**src/design/bvd_pkg.sv**
```systemverilog
// ----------------------------------------------------------------------------
// bvd_pkg
// Types, widths and constants shared by the byte-vertical delta decoder.
// ----------------------------------------------------------------------------
package bvd_pkg;

  // Payload widths
  localparam int unsigned ByteW   = 8;
  localparam int unsigned PlaneW  = 3;
  localparam int unsigned ColOutW = 10;
  localparam int unsigned RowOutW = 10;
  localparam int unsigned RunW    = 8;
  localparam int unsigned LitW    = 7;
  localparam int unsigned CfgW    = 11;  // columns / rows register width
  localparam int unsigned PosW    = 11;  // current column / row counters
  localparam int unsigned CapW    = 13;  // wide enough for the parameter caps
  localparam int unsigned CfgIdxW = 4;

  // Parameter defaults
  localparam int unsigned DefMaxColumns = 1024;
  localparam int unsigned DefMaxRows    = 1024;
  localparam int unsigned DefMaxPlanes  = 8;

  // Register reset values
  localparam logic [CfgW-1:0] ColumnsRst = CfgW'(40);
  localparam logic [CfgW-1:0] RowsRst    = CfgW'(200);

  // Register indexes
  localparam logic [CfgIdxW-1:0] CfgIdxColumns = CfgIdxW'(0);
  localparam logic [CfgIdxW-1:0] CfgIdxRows    = CfgIdxW'(1);

  // Op byte decoding
  localparam logic [ByteW-1:0] OpUniqueBit = 8'h80;
  localparam logic [ByteW-1:0] OpLenMask   = 8'h7F;
  localparam logic [PosW-1:0]  RowSat      = PosW'(2047);

  typedef enum logic [2:0] {
    PH_IDLE  = 3'd0,
    PH_COUNT = 3'd1,
    PH_OP    = 3'd2,
    PH_LIT   = 3'd3,
    PH_FCNT  = 3'd4,
    PH_FVAL  = 3'd5
  } phase_e;

  typedef struct packed {
    logic [PlaneW-1:0]  plane;
    logic [ColOutW-1:0] column;
    logic [RowOutW-1:0] first_row;
    logic [RunW-1:0]    run_rows;
    logic [ByteW-1:0]   value;
  } cmd_t;

  typedef struct packed {
    logic [CfgW-1:0] columns;
    logic [CfgW-1:0] rows;
  } cfg_t;

endpackage

```
**src/design/bvd_if.sv**
```systemverilog
// ----------------------------------------------------------------------------
// bvd_if
// Valid/ready channels of the decoder: op bytes in, write commands out,
// register writes.
// ----------------------------------------------------------------------------
interface bvd_in_if;
  import bvd_pkg::*;
  logic              valid;
  logic              ready;
  logic [ByteW-1:0]  op_byte;
  logic              plane_start;
  logic [PlaneW-1:0] plane_index;

  modport source (output valid, output op_byte, output plane_start, output plane_index,
                  input ready);
  modport sink   (input valid, input op_byte, input plane_start, input plane_index,
                  output ready);
endinterface

interface bvd_out_if;
  import bvd_pkg::*;
  logic               valid;
  logic               ready;
  logic [PlaneW-1:0]  plane;
  logic [ColOutW-1:0] column;
  logic [RowOutW-1:0] first_row;
  logic [RunW-1:0]    run_rows;
  logic [ByteW-1:0]   value;

  modport source (output valid, output plane, output column, output first_row,
                  output run_rows, output value, input ready);
  modport sink   (input valid, input plane, input column, input first_row,
                  input run_rows, input value, output ready);
endinterface

interface bvd_cfg_if;
  import bvd_pkg::*;
  logic               valid;
  logic               ready;
  logic [CfgIdxW-1:0] index;
  logic [CfgW-1:0]    data;

  modport source (output valid, output index, output data, input ready);
  modport sink   (input valid, input index, input data, output ready);
endinterface

```
**src/design/bvd_cfg_regs.sv**
```systemverilog
// ----------------------------------------------------------------------------
// bvd_cfg_regs
// Columns and rows registers, written through the register channel.
// ----------------------------------------------------------------------------
module bvd_cfg_regs (
  input  logic                        clk_i,
  input  logic                        rst_ni,
  input  logic                        wr_i,
  input  logic [bvd_pkg::CfgIdxW-1:0] idx_i,
  input  logic [bvd_pkg::CfgW-1:0]    data_i,
  output bvd_pkg::cfg_t               cfg_o
);
  import bvd_pkg::*;

  cfg_t cfg_q, cfg_d;

  always_comb begin
    cfg_d = cfg_q;
    if (wr_i) begin
      if (idx_i == CfgIdxColumns) begin
        cfg_d.columns = data_i;
      end else if (idx_i == CfgIdxRows) begin
        cfg_d.rows = data_i;
      end
    end
  end

  always_ff @(posedge clk_i or negedge rst_ni) begin
    if (!rst_ni) begin
      cfg_q.columns <= ColumnsRst;
      cfg_q.rows    <= RowsRst;
    end else begin
      cfg_q <= cfg_d;
    end
  end

  assign cfg_o = cfg_q;

endmodule

```
**src/design/bvd_parse.sv**
```systemverilog
// ----------------------------------------------------------------------------
// bvd_parse
// Op list parser: phase and position registers, one byte per transfer,
// at most one write command out.
// ----------------------------------------------------------------------------
module bvd_parse #(
  parameter int unsigned MAX_COLUMNS = bvd_pkg::DefMaxColumns,
  parameter int unsigned MAX_ROWS    = bvd_pkg::DefMaxRows,
  parameter int unsigned MAX_PLANES  = bvd_pkg::DefMaxPlanes
) (
  input  logic                       clk_i,
  input  logic                       rst_ni,
  input  logic                       fire_i,
  input  logic [bvd_pkg::ByteW-1:0]  op_byte_i,
  input  logic                       plane_start_i,
  input  logic [bvd_pkg::PlaneW-1:0] plane_index_i,
  input  bvd_pkg::cfg_t              cfg_i,
  output logic                       cmd_valid_o,
  output bvd_pkg::cmd_t              cmd_o
);
  import bvd_pkg::*;

  localparam logic [CapW-1:0]     MaxColsC   = CapW'(MAX_COLUMNS);
  localparam logic [CapW-1:0]     MaxRowsC   = CapW'(MAX_ROWS);
  localparam logic [PlaneW:0]     MaxPlanesC = (PlaneW+1)'(MAX_PLANES);

  phase_e             phase_q, phase_d;
  logic [ByteW-1:0]   ops_q, ops_d;
  logic [LitW-1:0]    lit_q, lit_d;
  logic [ByteW-1:0]   fcnt_q, fcnt_d;
  logic [PosW-1:0]    col_q, col_d;
  logic [PosW-1:0]    row_q, row_d;
  logic [PlaneW-1:0]  plane_q, plane_d;

  logic [PosW-1:0]    eff_cols, eff_rows;
  logic [PosW-1:0]    room;
  logic [PosW:0]      skip_sum;
  logic [PosW-1:0]    col_inc;
  logic [ByteW-1:0]   ops_dec;
  logic [RunW-1:0]    run;
  logic               end_op, end_col;

  // Caps are at most the register value here, so the low bits hold the result
  assign eff_cols = ({2'b00, cfg_i.columns} > MaxColsC) ? MaxColsC[PosW-1:0] : cfg_i.columns;
  assign eff_rows = ({2'b00, cfg_i.rows} > MaxRowsC) ? MaxRowsC[PosW-1:0] : cfg_i.rows;

  always_comb begin
    phase_d     = phase_q;
    ops_d       = ops_q;
    lit_d       = lit_q;
    fcnt_d      = fcnt_q;
    col_d       = col_q;
    row_d       = row_q;
    plane_d     = plane_q;
    end_op      = 1'b0;
    end_col     = 1'b0;
    cmd_valid_o = 1'b0;
    run         = RunW'(1);
    room        = '0;
    skip_sum    = '0;
    col_inc     = '0;
    ops_dec     = '0;

    // Plane start restarts the list; an out-of-range plane is dropped
    if (plane_start_i) begin
      ops_d  = '0;
      lit_d  = '0;
      fcnt_d = '0;
      col_d  = '0;
      row_d  = '0;
      if ({1'b0, plane_index_i} >= MaxPlanesC) begin
        phase_d = PH_IDLE;
      end else begin
        plane_d = plane_index_i;
        phase_d = PH_COUNT;
      end
    end

    if (!(plane_start_i && ({1'b0, plane_index_i} >= MaxPlanesC))) begin
      case (phase_d)
        PH_COUNT: begin
          ops_d = op_byte_i;
          if (op_byte_i == '0) begin
            end_col = 1'b1;
          end else begin
            phase_d = PH_OP;
          end
        end
        PH_OP: begin
          if ((op_byte_i & OpUniqueBit) != '0) begin
            lit_d = LitW'(op_byte_i & OpLenMask);
            if ((op_byte_i & OpLenMask) == '0) begin
              end_op = 1'b1;
            end else begin
              phase_d = PH_LIT;
            end
          end else if (op_byte_i == '0) begin
            phase_d = PH_FCNT;
          end else begin
            skip_sum = {1'b0, row_d} + (PosW+1)'(op_byte_i);
            row_d    = skip_sum[PosW] ? RowSat : skip_sum[PosW-1:0];
            end_op   = 1'b1;
          end
        end
        PH_LIT: begin
          if (row_d < eff_rows) begin
            cmd_valid_o = 1'b1;
            run         = RunW'(1);
            row_d       = row_d + PosW'(1);
          end
          if (lit_d != '0) begin
            lit_d = lit_d - LitW'(1);
          end
          if (lit_d == '0) begin
            end_op = 1'b1;
          end
        end
        PH_FCNT: begin
          fcnt_d  = op_byte_i;
          phase_d = PH_FVAL;
        end
        PH_FVAL: begin
          if (fcnt_d != '0 && row_d < eff_rows) begin
            room        = eff_rows - row_d;
            run         = ({3'b000, fcnt_d} < room) ? fcnt_d : room[RunW-1:0];
            cmd_valid_o = 1'b1;
          end
          fcnt_d = '0;
          end_op = 1'b1;
        end
        default: begin
          phase_d = PH_IDLE;
        end
      endcase
    end

    // Command fields use the row before this byte's advance
    cmd_o.plane     = plane_d;
    cmd_o.column    = col_d[ColOutW-1:0];
    cmd_o.first_row = row_d[RowOutW-1:0];
    cmd_o.run_rows  = run;
    cmd_o.value     = op_byte_i;
    if (phase_q != PH_IDLE || plane_start_i) begin
      if (cmd_valid_o && (phase_d == PH_LIT)) begin
        cmd_o.first_row = RowOutW'(row_d - PosW'(1));
      end
    end
    if (cmd_valid_o && (phase_d == PH_FVAL)) begin
      row_d = row_d + PosW'(run);
    end

    if (end_op) begin
      ops_dec = (ops_d != '0) ? ops_d - ByteW'(1) : '0;
      ops_d   = ops_dec;
      if (ops_dec == '0) begin
        end_col = 1'b1;
      end else begin
        phase_d = PH_OP;
      end
    end
    if (end_col) begin
      col_inc = col_d + PosW'(1);
      col_d   = col_inc;
      row_d   = '0;
      phase_d = (col_inc >= eff_cols) ? PH_IDLE : PH_COUNT;
    end
  end

  always_ff @(posedge clk_i or negedge rst_ni) begin
    if (!rst_ni) begin
      phase_q <= PH_IDLE;
      ops_q   <= '0;
      lit_q   <= '0;
      fcnt_q  <= '0;
      col_q   <= '0;
      row_q   <= '0;
      plane_q <= '0;
    end else if (fire_i) begin
      phase_q <= phase_d;
      ops_q   <= ops_d;
      lit_q   <= lit_d;
      fcnt_q  <= fcnt_d;
      col_q   <= col_d;
      row_q   <= row_d;
      plane_q <= plane_d;
    end
  end

endmodule

```
**src/design/bvd_skid.sv**
```systemverilog
// ----------------------------------------------------------------------------
// bvd_skid
// Output register plus skid entry; input ready comes from a flop.
// ----------------------------------------------------------------------------
module bvd_skid (
  input  logic          clk_i,
  input  logic          rst_ni,
  input  logic          push_i,
  input  bvd_pkg::cmd_t cmd_i,
  output logic          ready_o,
  output logic          valid_o,
  input  logic          ready_i,
  output bvd_pkg::cmd_t cmd_o
);
  import bvd_pkg::*;

  logic out_valid_q, out_valid_d;
  logic skid_valid_q, skid_valid_d;
  cmd_t out_q, out_d;
  cmd_t skid_q, skid_d;
  logic slot_free;

  assign slot_free = !out_valid_q || ready_i;

  always_comb begin
    out_valid_d  = out_valid_q;
    skid_valid_d = skid_valid_q;
    out_d        = out_q;
    skid_d       = skid_q;
    if (slot_free) begin
      if (skid_valid_q) begin
        out_d        = skid_q;
        out_valid_d  = 1'b1;
        skid_valid_d = push_i;
        if (push_i) begin
          skid_d = cmd_i;
        end
      end else begin
        out_valid_d = push_i;
        if (push_i) begin
          out_d = cmd_i;
        end
      end
    end else if (push_i) begin
      skid_d       = cmd_i;
      skid_valid_d = 1'b1;
    end
  end

  always_ff @(posedge clk_i or negedge rst_ni) begin
    if (!rst_ni) begin
      out_valid_q  <= 1'b0;
      skid_valid_q <= 1'b0;
    end else begin
      out_valid_q  <= out_valid_d;
      skid_valid_q <= skid_valid_d;
    end
  end

  always_ff @(posedge clk_i) begin
    out_q  <= out_d;
    skid_q <= skid_d;
  end

  assign ready_o = !skid_valid_q;
  assign valid_o = out_valid_q;
  assign cmd_o   = out_q;

endmodule

```
**src/design/byte_vertical_delta_decode.sv**
```systemverilog
// ----------------------------------------------------------------------------
// byte_vertical_delta_decode
// Byte-vertical delta op list decoder: one op byte per transfer in, at most
// one clipped write command (plane, column, first row, row count, value) out.
// ----------------------------------------------------------------------------
// Usage:
//   in_if  : op list bytes; plane_start marks the column 0 op count of a new
//            plane and carries its plane_index. A transfer is taken every
//            cycle while ready is high.
//   out_if : write commands, valid/ready. A byte's command is registered in
//            the output register or skid entry; most bytes cause none.
//   cfg_if : columns (index 0) and rows (index 1); always ready. Write only
//            between bytes with no command in flight; the new value applies
//            from the next byte, also in the middle of a plane.
//   Throughput is one byte per cycle while ready is high; the parser update
//   between the parser registers and the output register is combinational.
//   When the receiver stalls, the output register holds its command and one
//   more command lands in the skid entry; ready then drops until the skid
//   entry drains, so nothing is lost.
//   Reset (rst_ni low, asynchronous) empties both output entries, puts the
//   parser in the plane-done state and loads columns = 40, rows = 200.
// ----------------------------------------------------------------------------
module byte_vertical_delta_decode #(
  parameter int unsigned MAX_COLUMNS = bvd_pkg::DefMaxColumns,
  parameter int unsigned MAX_ROWS    = bvd_pkg::DefMaxRows,
  parameter int unsigned MAX_PLANES  = bvd_pkg::DefMaxPlanes
) (
  input  logic      clk_i,
  input  logic      rst_ni,
  bvd_in_if.sink    in_if,
  bvd_out_if.source out_if,
  bvd_cfg_if.sink   cfg_if
);
  import bvd_pkg::*;

  cfg_t cfg;
  cmd_t parse_cmd;
  cmd_t out_cmd;
  logic parse_cmd_valid;
  logic in_ready;
  logic in_fire;

  // Register writes are always accepted
  assign cfg_if.ready = 1'b1;

  bvd_cfg_regs u_cfg_regs (
    .clk_i  (clk_i),
    .rst_ni (rst_ni),
    .wr_i   (cfg_if.valid),
    .idx_i  (cfg_if.index),
    .data_i (cfg_if.data),
    .cfg_o  (cfg)
  );

  // Parser state advances only on an input transfer
  assign in_fire     = in_if.valid && in_ready;
  assign in_if.ready = in_ready;

  bvd_parse #(
    .MAX_COLUMNS (MAX_COLUMNS),
    .MAX_ROWS    (MAX_ROWS),
    .MAX_PLANES  (MAX_PLANES)
  ) u_parse (
    .clk_i         (clk_i),
    .rst_ni        (rst_ni),
    .fire_i        (in_fire),
    .op_byte_i     (in_if.op_byte),
    .plane_start_i (in_if.plane_start),
    .plane_index_i (in_if.plane_index),
    .cfg_i         (cfg),
    .cmd_valid_o   (parse_cmd_valid),
    .cmd_o         (parse_cmd)
  );

  // Output register with one skid entry
  bvd_skid u_skid (
    .clk_i   (clk_i),
    .rst_ni  (rst_ni),
    .push_i  (in_fire && parse_cmd_valid),
    .cmd_i   (parse_cmd),
    .ready_o (in_ready),
    .valid_o (out_if.valid),
    .ready_i (out_if.ready),
    .cmd_o   (out_cmd)
  );

  assign out_if.plane     = out_cmd.plane;
  assign out_if.column    = out_cmd.column;
  assign out_if.first_row = out_cmd.first_row;
  assign out_if.run_rows  = out_cmd.run_rows;
  assign out_if.value     = out_cmd.value;

endmodule
```
**src/flat_wrapper.sv**
```systemverilog
// flat-port wrapper written by rule: the top's interface ports become plain ports
module byte_vertical_delta_decode_flat import bvd_pkg::*;
#(
  parameter int unsigned MAX_COLUMNS = bvd_pkg::DefMaxColumns,
  parameter int unsigned MAX_ROWS    = bvd_pkg::DefMaxRows,
  parameter int unsigned MAX_PLANES  = bvd_pkg::DefMaxPlanes
)
  (clk_i, rst_ni, in_if_valid, in_if_op_byte, in_if_plane_start, in_if_plane_index, in_if_ready, out_if_valid, out_if_plane, out_if_column, out_if_first_row, out_if_run_rows, out_if_value, out_if_ready, cfg_if_valid, cfg_if_index, cfg_if_data, cfg_if_ready);
  bvd_in_if in_if_i ();
  bvd_out_if out_if_i ();
  bvd_cfg_if cfg_if_i ();
  input  logic clk_i;
  input  logic rst_ni;
  input wire logic [$bits(in_if_i.valid)-1:0] in_if_valid;
  input wire logic [$bits(in_if_i.op_byte)-1:0] in_if_op_byte;
  input wire logic [$bits(in_if_i.plane_start)-1:0] in_if_plane_start;
  input wire logic [$bits(in_if_i.plane_index)-1:0] in_if_plane_index;
  output wire logic [$bits(in_if_i.ready)-1:0] in_if_ready;
  output wire logic [$bits(out_if_i.valid)-1:0] out_if_valid;
  output wire logic [$bits(out_if_i.plane)-1:0] out_if_plane;
  output wire logic [$bits(out_if_i.column)-1:0] out_if_column;
  output wire logic [$bits(out_if_i.first_row)-1:0] out_if_first_row;
  output wire logic [$bits(out_if_i.run_rows)-1:0] out_if_run_rows;
  output wire logic [$bits(out_if_i.value)-1:0] out_if_value;
  input wire logic [$bits(out_if_i.ready)-1:0] out_if_ready;
  input wire logic [$bits(cfg_if_i.valid)-1:0] cfg_if_valid;
  input wire logic [$bits(cfg_if_i.index)-1:0] cfg_if_index;
  input wire logic [$bits(cfg_if_i.data)-1:0] cfg_if_data;
  output wire logic [$bits(cfg_if_i.ready)-1:0] cfg_if_ready;
  assign in_if_i.valid = in_if_valid;
  assign in_if_i.op_byte = in_if_op_byte;
  assign in_if_i.plane_start = in_if_plane_start;
  assign in_if_i.plane_index = in_if_plane_index;
  assign in_if_ready = in_if_i.ready;
  assign out_if_valid = out_if_i.valid;
  assign out_if_plane = out_if_i.plane;
  assign out_if_column = out_if_i.column;
  assign out_if_first_row = out_if_i.first_row;
  assign out_if_run_rows = out_if_i.run_rows;
  assign out_if_value = out_if_i.value;
  assign out_if_i.ready = out_if_ready;
  assign cfg_if_i.valid = cfg_if_valid;
  assign cfg_if_i.index = cfg_if_index;
  assign cfg_if_i.data = cfg_if_data;
  assign cfg_if_ready = cfg_if_i.ready;
  byte_vertical_delta_decode #(.MAX_COLUMNS(MAX_COLUMNS), .MAX_ROWS(MAX_ROWS), .MAX_PLANES(MAX_PLANES)) u_core (.clk_i(clk_i), .rst_ni(rst_ni), .in_if(in_if_i), .out_if(out_if_i), .cfg_if(cfg_if_i));
endmodule
```
**config.mk**
```make
export PLATFORM = sky130hd
export DESIGN_NAME = byte_vertical_delta_decode_flat
export DESIGN_NICKNAME = d
export VERILOG_FILES = /design/src/design/bvd_pkg.sv /design/src/design/bvd_if.sv /design/src/design/bvd_cfg_regs.sv /design/src/design/bvd_parse.sv /design/src/design/bvd_skid.sv /design/src/design/byte_vertical_delta_decode.sv /design/src/flat_wrapper.sv
export SDC_FILE = /design/constraint.sdc
export NUM_CORES = 1
export LEC_CHECK = 0
export ABC_AREA = 1
export BUFFER_PORTS_ARGS = -buffer_cell sky130_fd_sc_hd__buf_2
export CORE_MARGIN = 2
export CORE_UTILIZATION = 43
export DETAILED_ROUTE_END_ITERATION = 16
export SETUP_SLACK_MARGIN = 0.15
export SLEW_MARGIN = 0
export SYNTH_ARGS = -nofsm -noshare
export SYNTH_HDL_FRONTEND = slang
export SYNTH_HIERARCHICAL = 1
export SYNTH_SLANG_ARGS = --single-unit
```
**constraint.sdc**
```tcl
create_clock -name clk_i -period 14.9 [get_ports clk_i]
set_input_delay 2.98 -clock clk_i [delete_from_list [all_inputs] [get_ports clk_i]]
set_output_delay 2.98 -clock clk_i [all_outputs]
set_load 0.03 [all_outputs]
```
**Yosys cells after proc, flatten, opt, wreduce, memory -nomap -nowiden**

Cells that the tools add are included.

- Add/sub/neg operators: 8
- Order comparisons: 5
- Equal/unequal tests: 9
- Multiplexer cells: 60
- Bitwise operators: 1
- Reduce and logical (&&, ||, !) cells: 24

Operators by type and width:

| cell | number |
|---|---|
| $mux 39 | 5 |
| $mux 11 | 11 |
| $mux 8 | 8 |
| $mux 7 | 4 |
| $mux 3 | 9 |
| $logic_not 8->1 | 3 |
| $add 11x1->11 const B | 2 |
| $gt 11x11->1 const B | 2 |
| $pmux 11 s2 | 1 |
| $mux 10 | 2 |
| $pmux 8 s2 | 1 |
| $reduce_bool 8->1 | 2 |
| $mux 1 | 15 |
| $pmux 7 s2 | 1 |
| $add 11x8->12 | 1 |
| $pmux 3 s4 | 1 |
| $add 11x8->11 | 1 |
| $ge 11x11->1 | 1 |
| $lt 11x11->1 | 1 |
| $lt 8x11->1 | 1 |
| $sub 11x11->11 | 1 |
| $sub 10x1->10 const B | 1 |
| $eq 3x2->1 const B | 3 |
| $eq 3x3->1 const B | 3 |
| 19 further kinds | 27 |

- Register bits after elaboration: 153
- Output and inout bits: 42

**Depth between registers and ports, before layout**

Gate-level depths: netlist of run 1.

- Word-level depth: 12
- Gate-level depth with buffers: 36
- Depth with buffers taken out: 36

**By module**

The synthesis of run 1 kept the hierarchy.

Modules (own cells, without submodules):

| module | instances | cells an instance | area each (µm²) | seq. area each (µm²) |
|---|---|---|---|---|
| bvd_parse | 1 | 1105 | 6802.8 | 1276.2 |
| bvd_skid | 1 | 218 | 2987.9 | 2392.3 |
| bvd_cfg_regs | 1 | 102 | 949.7 | 556.8 |
| byte_vertical_delta_decode | 1 | 6 | 28.8 | 0.0 |

**Worst setup path after synthesis of run 1**

No wires, ideal clock.

- Path type: input port to flip-flop
- From: input port in_if_plane_start
- To: register u_core.u_parse.row_q[10]
- Data arrival time: 7.454 ns
- Path slack: 7.328 ns
- Stages: 32
- Path through: buf_6 > inv_6 > buf_6 > nand2_1 > inv_1 > fa_1 > o21ai_0 > a21oi_1 > o21bai_1 > xor2_1 > ha_1 > nand2_1 > nor2_1 > a211oi_1 > o21ai_0 > a21o_1 > nand4_1 > nand3_1 > nand3_1 > ha_1 > inv_1 > fa_1 > inv_1 > nand2_1 > o21ai_0 > a21oi_1 > nor2_1 > nand3_1 > nor2_1 > nand2_1 > nand3_1 > nand2_1

RTL lines:

| what | line | text |
|---|---|---|
| start, declared | flat_wrapper.sv:16 | `input wire logic [$bits(in_if_i.plane_start)-1:0] in_if_plane_start;` |
| end signal, assigned | bvd_parse.sv:184 | `row_q <= row_d;` |
| end, declared | bvd_parse.sv:32 | `logic [PosW-1:0] row_q, row_d;` |

==> out/metrics.yaml, run 1 <==
firstDrtPassIters: 7
drive_above_1_share_pct: 12.1
drt-initial-drc-count: 928
drcViolationCount: 0
antenna_found_initial: 0
area_growth_pct: 10.0
synthFlopType: "edfxtp_1"
start_util_pct: 44.0
clk_pin_slew_ns: 0.08
power.density_nw_per_um2: 118
endpoint_kind: "register"
irDropWorstVdd_mv: 0.0674
avgSynthCellArea_sq_um: 7.53
crit_family: "compound AO/OA/AOI/OAI gates"
final_common_cell: "nand2_1"
met2_length_um: 13100
relSlewSlack_pct: 42.0
m1WireLength_um: 13900
grt_pass1_wl_um: 47200
cap_viol_max_count: 0
grt_start_max_net_pins: 60
grt_pass1_vias: 8868
cts_resized: 0
grt_use_total_pct: 22.7
diodes: 0
outcome: "finished, final reports clean"
post_drt_wl_per_cell_um: 16.1
min_path_type: "register to register"
wl_met3_um: 1860
critPathLaunchType: "input pin"
cts_tree: "built"
crit_top_cell: "nand2_1"
synth_edf_count: 78
nets: 1561
cts_max_level: 4
hold_violations: 0
slowest_stage: "buf_2"
p_leak_nw: 5.89
max_stage_delay_ns: 0.52
hpwl_um: 21900
globalplace.congestion: 0.916
yosysWarnings: 6
wl_um: 29200
num_vias: 9606
worst-path-buf-inv: 5
clock_path_buffers: 2
vias_per_cell: 5.30
path_max_fanout: 37
numCtsBuffers: 17
top_layer: "met4"
period_minus_slack_ns: 8.43
syn-instance-count: 1431
maxSlewViolCount: 0
setup_violations: 0
die_h_um: 162
clock-root-buffer: "clkbuf_16"
core_sq_um: 24500
insertion_delay_ns: 0.42
overflow: 0
port_buffers: 72
die_w_um: 162
synth-seq-cells: 153
worst_clock_skew_ns: 0.0134
timing.fmax_mhz: 119
core.rowCount: 57
cts_hold_buf: 0
async_flop_share_pct: 49.0
netlist_area_sq_um: 10800
crit_arrival_ns: 8.74
rsz0062_at_grt: "no"
cts.sinks: 153
synth-seq-area-share_pct: 39.2
crit_type: "input pin to register"
fin_setup_tns_ns: 0
boundaryPins: 74
post-route-period-util_pct: 56.6
worst-slew-pin-transition_ns: 0.871
post_cts_buffers: 0
crit_required_ns: 15.21
ys_types: 59
total_power_w: 0.00139
ant_nets: 0
die_area_sq_um: 26300
synth_nets: 1517
layout_common_cells: "nand2_1, inv_1, nor2_1, nand3_1, edfxtp_1"
[stage by stage]
stage          worst slack [ns]  utilization (%)  std cells  hold WS [ns]  instance area, sq um
4_1_cts                    6.50             48.4       1812         0.468                 11900
3_5_place_dp               6.07             45.9       1780         0.456                 11200
5_1_grt                    5.91             48.4       1812         0.492                 11900
2_1_floorplan              7.33                -       1431         0.442                 10800
3_3_place_gp               6.17             45.9       1780         0.455                 11200
6_report                   6.47             48.4       1812         0.467                 11900
[registers in the layout, summed over array words and instances, names as in the netlist, 7 cells and up]
name	count
u_core/u_cfg_regs/cfg_o	22
u_core/u_parse/col_q	11
u_core/u_parse/fcnt_q	8
u_core/u_parse/lit_q	7
u_core/u_parse/ops_q	8
u_core/u_parse/row_q	11
u_core/u_skid/cmd_o	39
u_core/u_skid/skid_q	39
[synth_stat cells, types with 4 or more instances]
cell / number / area share, %
inv_1: 154 / 5.4
clkbuf_1: 11 / 0.38
buf_6: 9 / 0.94
buf_4: 15 / 1.0
nor3_1: 11 / 0.51
inv_2: 10 / 0.35
buf_2: 14 / 0.65
nor2_2: 9 / 0.52
dfrtp_1: 70 / 16
a221oi_1: 5 / 0.41
nor2_1: 110 / 3.8
nand3_1: 100 / 4.6
nand4_1: 48 / 2.8
ha_1: 51 / 5.9
a31oi_1: 6 / 0.35
xor2_1: 29 / 2.4
dfstp_2: 5 / 1.2
o22ai_1: 6 / 0.35
nand2_1: 463 / 16
nand2_4: 5 / 0.52
edfxtp_1: 78 / 22
o211ai_1: 4 / 0.28
nor2_4: 8 / 0.84
nand2_2: 12 / 0.70
a21oi_1: 70 / 3.3
a22oi_1: 4 / 0.28
xnor2_1: 7 / 0.57
o21ai_0: 57 / 2.6
nand3_2: 8 / 0.74
[final cells by class]
type	count	area, sq um
fill	2446	12600
multi-input combinational	1057	5550
sequential	153	4230
inverter	168	643
clock buffer	17	425
timing repair buffer	78	408
tap	324	405
clock inverter	15	194
[power breakdown]
group	internal [W]	switching (W)	leakage, nW
Combinational	0.000144	0.000303	3.90
Clock	0.000230	0.000211	0.299
Sequential	0.000480	0.0000264	1.69
[metal layers]
layer / global-route usage, % / vias to the layer above
met5: 0 / -
met4: 5.35 / 0
met3: 3.12 / 35
met2: 36.1 / 321
met1: 32.8 / 4441
li1: - / 4809
[worst reg2reg max path, delay by kind of cell (launching register included)]
family | cells | cell delay [ns]
DFF | 1 | 0.38
xor gates and xnor gates | 1 | 0.22
and+or+nand+nor | 15 | 1.62
adders and majority gates | 5 | 1.46
AOI/OAI and AO/OA | 9 | 1.88
buffers and inverters | 4 | 0.39
[cells by family (layout without fill, tap and decap cells)]
family                     after synthesis  after routing  synth area share, %
and+or+nand+nor                        788            788                 32.6
xor gates and xnor gates                36             36                 2.93
buffers and inverters                  221            278                 9.24
AOI/OAI and AO/OA                      178            178                 9.53
adders and majority gates               54             54                 6.48
other                                    1              1               0.0348
DFF                                    153            153                 39.2
[path summary, 6_finish.rpt]
kind | from | end | slack, ns | cells after the start
max | in_if_plane_start | u_core/u_parse/row_q[10]$_DFFE_PN0P_ | 6.47 | 31
min | u_core/u_cfg_regs/cfg_o[3]$_DFFE_PN1P_ | u_core/u_cfg_regs/cfg_o[3]$_DFFE_PN1P_ | 0.47 | 2
max reg2reg | u_core/u_cfg_regs/cfg_o[4]$_DFFE_PN0P_ | u_core/u_parse/row_q[10]$_DFFE_PN0P_ | 8.81 | 34
min reg2reg | u_core/u_cfg_regs/cfg_o[3]$_DFFE_PN1P_ | u_core/u_cfg_regs/cfg_o[3]$_DFFE_PN1P_ | 0.47 | 2
max in group asynchronous | rst_ni | u_core/u_parse/fcnt_q[4]$_DFFE_PN0P_ | 11.41 | 2
min in group asynchronous | rst_ni | u_core/u_parse/lit_q[2]$_DFFE_PN0P_ | 2.42 | 1
(Power assumes the default switching activity.)
==> inputs of run 2 (changes only) <==
clock period = 8.4 ns   (was 14.9 ns; I/O delays follow)
==> out/metrics.yaml, run 2 (synthesized netlist as in run 1, its figures left out) <==
cap_viol_max_count: 0  # unchanged
area_growth_pct: 10.2  # was 10.0%
fin_setup_tns_ns: 0  # unchanged
grt_use_total_pct: 22.6  # was 22.7%
die_area_sq_um: 26300  # unchanged
insertion_delay_ns: 0.43  # was 0.42 ns
p_leak_nw: 5.90  # was 5.89 nW
numCtsBuffers: 17  # unchanged
critPathLaunchType: "input pin"  # unchanged
globalplace.congestion: 0.980  # was 0.916
wl_um: 29100  # was 29200 um
period_minus_slack_ns: 6.88
crit_type: "input pin to register"  # unchanged
antenna_found_initial: 0  # unchanged
clock-root-buffer: "clkbuf_16"  # unchanged
cts_tree: "built"  # unchanged
post_drt_wl_per_cell_um: 16.0  # was 16.1 um
diodes: 0  # unchanged
max_stage_delay_ns: 0.42  # was 0.52 ns
firstDrtPassIters: 5  # was 7
layout_common_cells: "nand2_1, inv_1, nor2_1, nand3_1, edfxtp_1"  # unchanged
fin_util_pct: 48.5  # was 48.4%
drive_above_1_share_pct: 12.3  # was 12.1%
worst-slew-pin-transition_ns: 0.856  # was 0.871 ns
timing.fmax_mhz: 145
power.density_nw_per_um2: 208  # was 118 nW/um^2
nFillCells: 2413  # was 2446
port_buffers: 72  # unchanged
crit_required_ns: 8.77  # was 15.21 ns
overflow: 0  # unchanged
rsz0062_at_grt: "no"  # unchanged
grt_pass1_vias: 8593  # was 8868
outcome: "finished, final reports clean"  # unchanged
crit_arrival_ns: 7.25  # was 8.74 ns
num_vias: 9646  # was 9606
grt_pass1_wl_um: 46700  # was 47200 um
cts_hold_buf: 0  # unchanged
path_max_fanout: 36  # was 37
start_util_pct: 44.0  # unchanged
relSlewSlack_pct: 42.7  # was 42.0%
crit_family: "compound AO/OA/AOI/OAI gates"  # unchanged
final_common_cell: "nand2_1"  # unchanged
slowest_stage: "ha_1"  # was buf_2
setup_violations: 0  # unchanged
nets: 1564  # was 1561
irDropWorstVdd_mv: 0.131  # was 0.0674 mV
clk_pin_slew_ns: 0.07  # was 0.08 ns
clock_path_buffers: 2  # unchanged
cts_resized: 0  # unchanged
endpoint_kind: "register"  # unchanged
vias_per_cell: 5.31  # was 5.30
boundaryPins: 74  # unchanged
cts_max_level: 4  # unchanged
drcViolationCount: 0  # unchanged
hold_violations: 0  # unchanged
worst-path-buf-inv: 5  # unchanged
worst_clock_skew_ns: 0.0141  # was 0.0134 ns
post_cts_buffers: 0  # unchanged
ant_nets: 0  # unchanged
core.rowCount: 57  # unchanged
grt_start_max_net_pins: 60  # unchanged
post-route-period-util_pct: 81.9
hpwl_um: 21700  # was 21900 um
total_power_w: 0.00247  # was 0.00139 W
drt-initial-drc-count: 960  # was 928
maxSlewViolCount: 0  # unchanged
core_sq_um: 24500  # unchanged
die_h_um: 162  # unchanged
fin_ws_ns: 1.52  # was 6.47 ns
min_path_type: "register to register"  # unchanged
dp_slack_ns: 1.19  # was 6.07 ns
cts.sinks: 153  # unchanged
die_w_um: 162  # unchanged
run 2: cell type report:
| class | count | area [sq um] | share of cell area, % |
|---|---|---|---|
| clock buffer | 17 | 425 | 3.59 |
| clock inverter | 15 | 186 | 1.57 |
| inverter | 168 | 643 | 5.42 |
| multi-input combinational | 1057 | 5550 | 46.8 |
| sequential | 153 | 4230 | 35.6 |
| tap | 324 | 405 | 3.42 |
| timing repair buffer | 81 | 430 | 3.63 |
run 2: metal layers:
metal	share of wire (%)	up-vias	global-route usage (%)
li1	-	4809	-
met2	44	332	34.5
met1	49	4468	33.7
met4	1.8	0	6.88
met5	0	-	0
met3	5.8	37	2.55
run 2: tightest hold or removal path: stages, from the launching register on:
cell,delay (ns)
dfstp_2,0.37
nand2_1,0.06
nand2_1,0.05
run 2: per-stage QoR:
step | std cells | hold slack, ns | cell area [sq um]
after floorplan | 1431 | 0.442 | 10800
after global placement | 1783 | 0.456 | 11300
after detailed placement | 1783 | 0.461 | 11300
after CTS | 1815 | 0.472 | 11900
after global routing | 1815 | 0.489 | 11900
final | 1815 | 0.472 | 11900
run 2: path summary, 6_finish.rpt:
check                                                       start                                     end  slack [ns]  cells past startpoint
min reg2reg                u_core/u_cfg_regs/cfg_o[6]$_DFFE_PN1P_  u_core/u_cfg_regs/cfg_o[6]$_DFFE_PN1P_        0.47                      2
max reg2reg                u_core/u_cfg_regs/cfg_o[4]$_DFFE_PN0P_    u_core/u_parse/row_q[10]$_DFFE_PN0P_        2.14                     33
max                                             in_if_plane_start    u_core/u_parse/row_q[10]$_DFFE_PN0P_        1.52                     31
max in group asynchronous                                  rst_ni    u_core/u_parse/fcnt_q[5]$_DFFE_PN0P_        6.21                      2
min in group asynchronous                                  rst_ni     u_core/u_parse/lit_q[3]$_DFFE_PN0P_        1.12                      1
min                        u_core/u_cfg_regs/cfg_o[6]$_DFFE_PN1P_  u_core/u_cfg_regs/cfg_o[6]$_DFFE_PN1P_        0.47                      2
run 2: where the power goes:
| part | total (W) | internal, W | switching, W |
|---|---|---|---|
| sequential | 0.000900 | 0.000852 | 0.0000482 |
| combinational | 0.000792 | 0.000260 | 0.000532 |
| clock | 0.000780 | 0.000406 | 0.000374 |
| total | 0.00247 | 0.00152 | 0.000954 |
==> inputs of run 3 (changes only) <==
clock period = 6.95 ns   (was 8.4 ns; I/O delays follow)
==> out/metrics.yaml, run 3 (synthesized netlist as in run 1, its figures left out) <==
final_cell_area_sq_um: 11900  # about the same
post_drt_wl_per_cell_um: 16.1  # was 16.0 um
drt-initial-drc-count: 998  # was 960
p_leak_nw: 5.93  # was 5.90 nW
die_area_sq_um: 26300  # unchanged
cp_num_cells: 31  # unchanged
core_sq_um: 24500  # unchanged
critPathLaunchType: "input pin"  # unchanged
setup.worst_path.start: "in_if_plane_start"  # unchanged
insertion_delay_ns: 0.43  # about the same
slowest_stage: "o21ai_0"  # was ha_1
hold_depth: 2  # unchanged
worst_clock_skew_ns: 0.0167  # was 0.0141 ns
irDropWorstVdd_mv: 0.129  # was 0.131 mV
worst-path-buf-inv: 4  # was 5
crit_top_cell: "nand2_1"
overflow: 0  # unchanged
endpoint_kind: "register"  # unchanged
die_h_um: 162  # unchanged
min_path_type: "register to register"  # unchanged
start_util_pct: 44.0  # unchanged
crit_required_ns: 7.26  # was 8.77 ns
crit_arrival_ns: 6.52  # was 7.25 ns
clk_pin_slew_ns: 0.07  # about the same
core.rowCount: 57  # unchanged
outcome: "finished, final reports clean"  # unchanged
cts.sinks: 153  # unchanged
worst-slew-pin-transition_ns: 0.927  # was 0.856 ns
holdWs_ns: 0.467  # was 0.472 ns
grt_pass1_wl_um: 47700  # was 46700 um
clock_path_buffers: 2  # unchanged
grt_use_total_pct: 23.1  # was 22.6%
diodes: 0  # unchanged
grt_start_max_net_pins: 70  # was 60
final_common_cell: "nand2_1"  # unchanged
layout_common_cells: "nand2_1, inv_1, nor2_1, nand3_1, edfxtp_1"  # unchanged
antenna_found_initial: 0  # unchanged
rr_worst_depth: 34  # was 33
worstHoldStart: "u_core/u_cfg_regs/cfg_o[6]$_DFFE_PN1P_"  # unchanged
timing.fmax_mhz: 161
relSlewSlack_pct: 38.2  # was 42.7%
num_vias: 9633  # was 9646
dpl_cell_area_sq_um: 11300  # about the same
cts_tree: "built"  # unchanged
numCtsBuffers: 17  # unchanged
vias_per_cell: 5.29  # was 5.31
grt_pass1_vias: 9004  # was 8593
cts_max_level: 4  # unchanged
nets: 1569  # was 1564
ant_nets: 0  # unchanged
path_max_fanout: 9  # was 36
firstDrtPassIters: 7  # was 5
cap_viol_max_count: 0  # unchanged
maxSlewViolCount: 0  # unchanged
dp_slack_ns: 0.318  # was 1.19 ns
drcViolationCount: 0  # unchanged
area_growth_pct: 10.9  # was 10.2%
globalplace.congestion: 0.930  # was 0.980
boundaryPins: 74  # unchanged
power.density_nw_per_um2: 252  # was 208 nW/um^2
fin_ws_ns: 0.745  # was 1.52 ns
post-route-period-util_pct: 89.3
crit_family: "simple AND/OR/NAND/NOR gates"  # was compound AO/OA/AOI/OAI gates
crit_type: "input pin to register"  # unchanged
setup_violations: 0  # unchanged
die_w_um: 162  # unchanged
period_minus_slack_ns: 6.20
fin_setup_tns_ns: 0  # unchanged
max_stage_delay_ns: 0.41  # was 0.42 ns
cts_hold_buf: 0  # unchanged
port_buffers: 72  # unchanged
hold_violations: 0  # unchanged
r2r_start: "u_core/u_cfg_regs/cfg_o[4]$_DFFE_PN0P_"  # unchanged
clock-root-buffer: "clkbuf_16"  # unchanged
drive_above_1_share_pct: 12.6  # was 12.3%
rsz0062_at_grt: "no"  # unchanged
hpwl_um: 21800  # was 21700 um
wl_um: 29400  # was 29100 um
==> run 3: cell types whose count changed in the layout (fill, tap and decap cells not counted), sizes merged <==
cell and change:
inv -1, buf +5, clkinv +1
==> run 3: per-stage QoR <==
step	utilization (%)	total power, W	cells
after CTS	48.8	0.00302	1820
after global routing	48.8	0.00321	1820
after detailed placement	46.3	0.00206	1788
final	48.8	0.00301	1820
after floorplan	-	0.00181	1431
after global placement	46.3	0.00206	1788
==> run 3: routing by layer <==
| metal | vias up | wire (um) | GRT usage [%] |
|---|---|---|---|
| li1 | 4829 | - | - |
| met1 | 4429 | 14400 | 33.0 |
| met2 | 316 | 12500 | 35.5 |
| met3 | 59 | 1590 | 3.45 |
| met4 | 0 | 905 | 8.33 |
| met5 | - | 0 | 0 |
==> run 3: timing repair <==
| item | CTS | global route |
|---|---|---|
| resized for setup | 0 | 1 |
| setup buffers | 0 | 0 |
| hold endpoints to repair | 0 | 0 |
| setup endpoints to repair | 0 | 2 |
==> run 3: final timing paths <==
path | slack, ns | endpoint
max | 0.75 | u_core/u_parse/row_q[10]$_DFFE_PN0P_
min | 0.47 | u_core/u_cfg_regs/cfg_o[6]$_DFFE_PN1P_
max reg2reg | 0.78 | u_core/u_parse/row_q[10]$_DFFE_PN0P_
min reg2reg | 0.47 | u_core/u_cfg_regs/cfg_o[6]$_DFFE_PN1P_
max in group asynchronous | 5.04 | u_core/u_parse/row_q[2]$_DFFE_PN0P_
min in group asynchronous | 0.77 | u_core/u_parse/ops_q[2]$_DFFE_PN0P_
==> run 3: area by class of cell <==
cell class | count | area [sq um]
clock buffer | 17 | 425
clock inverter | 15 | 196
fill | 2462 | 12500
inverter | 168 | 643
multi-input combinational | 1057 | 5550
sequential | 153 | 4230
tap | 324 | 405
timing repair buffer | 86 | 493
==> run 3: where the power goes <==
group,switching (W),total [W],internal (W)
Clock,0.000457,0.000949,0.000492
Sequential,0.0000573,0.00109,0.00103
Combinational,0.000660,0.000978,0.000318
Total,0.00117,0.00301,0.00184
==> run 3: worst register-to-register path: cells and delay by family (launching register included) <==
kind	cells	cell delay, ns
AND/OR/NAND/NOR	15	1.66
XOR/XNOR	1	0.22
adder cells (fa/ha/maj)	5	1.48
flip-flops	1	0.40
AO/OA/AOI/OAI	9	1.94
buffers and inverters	4	0.38
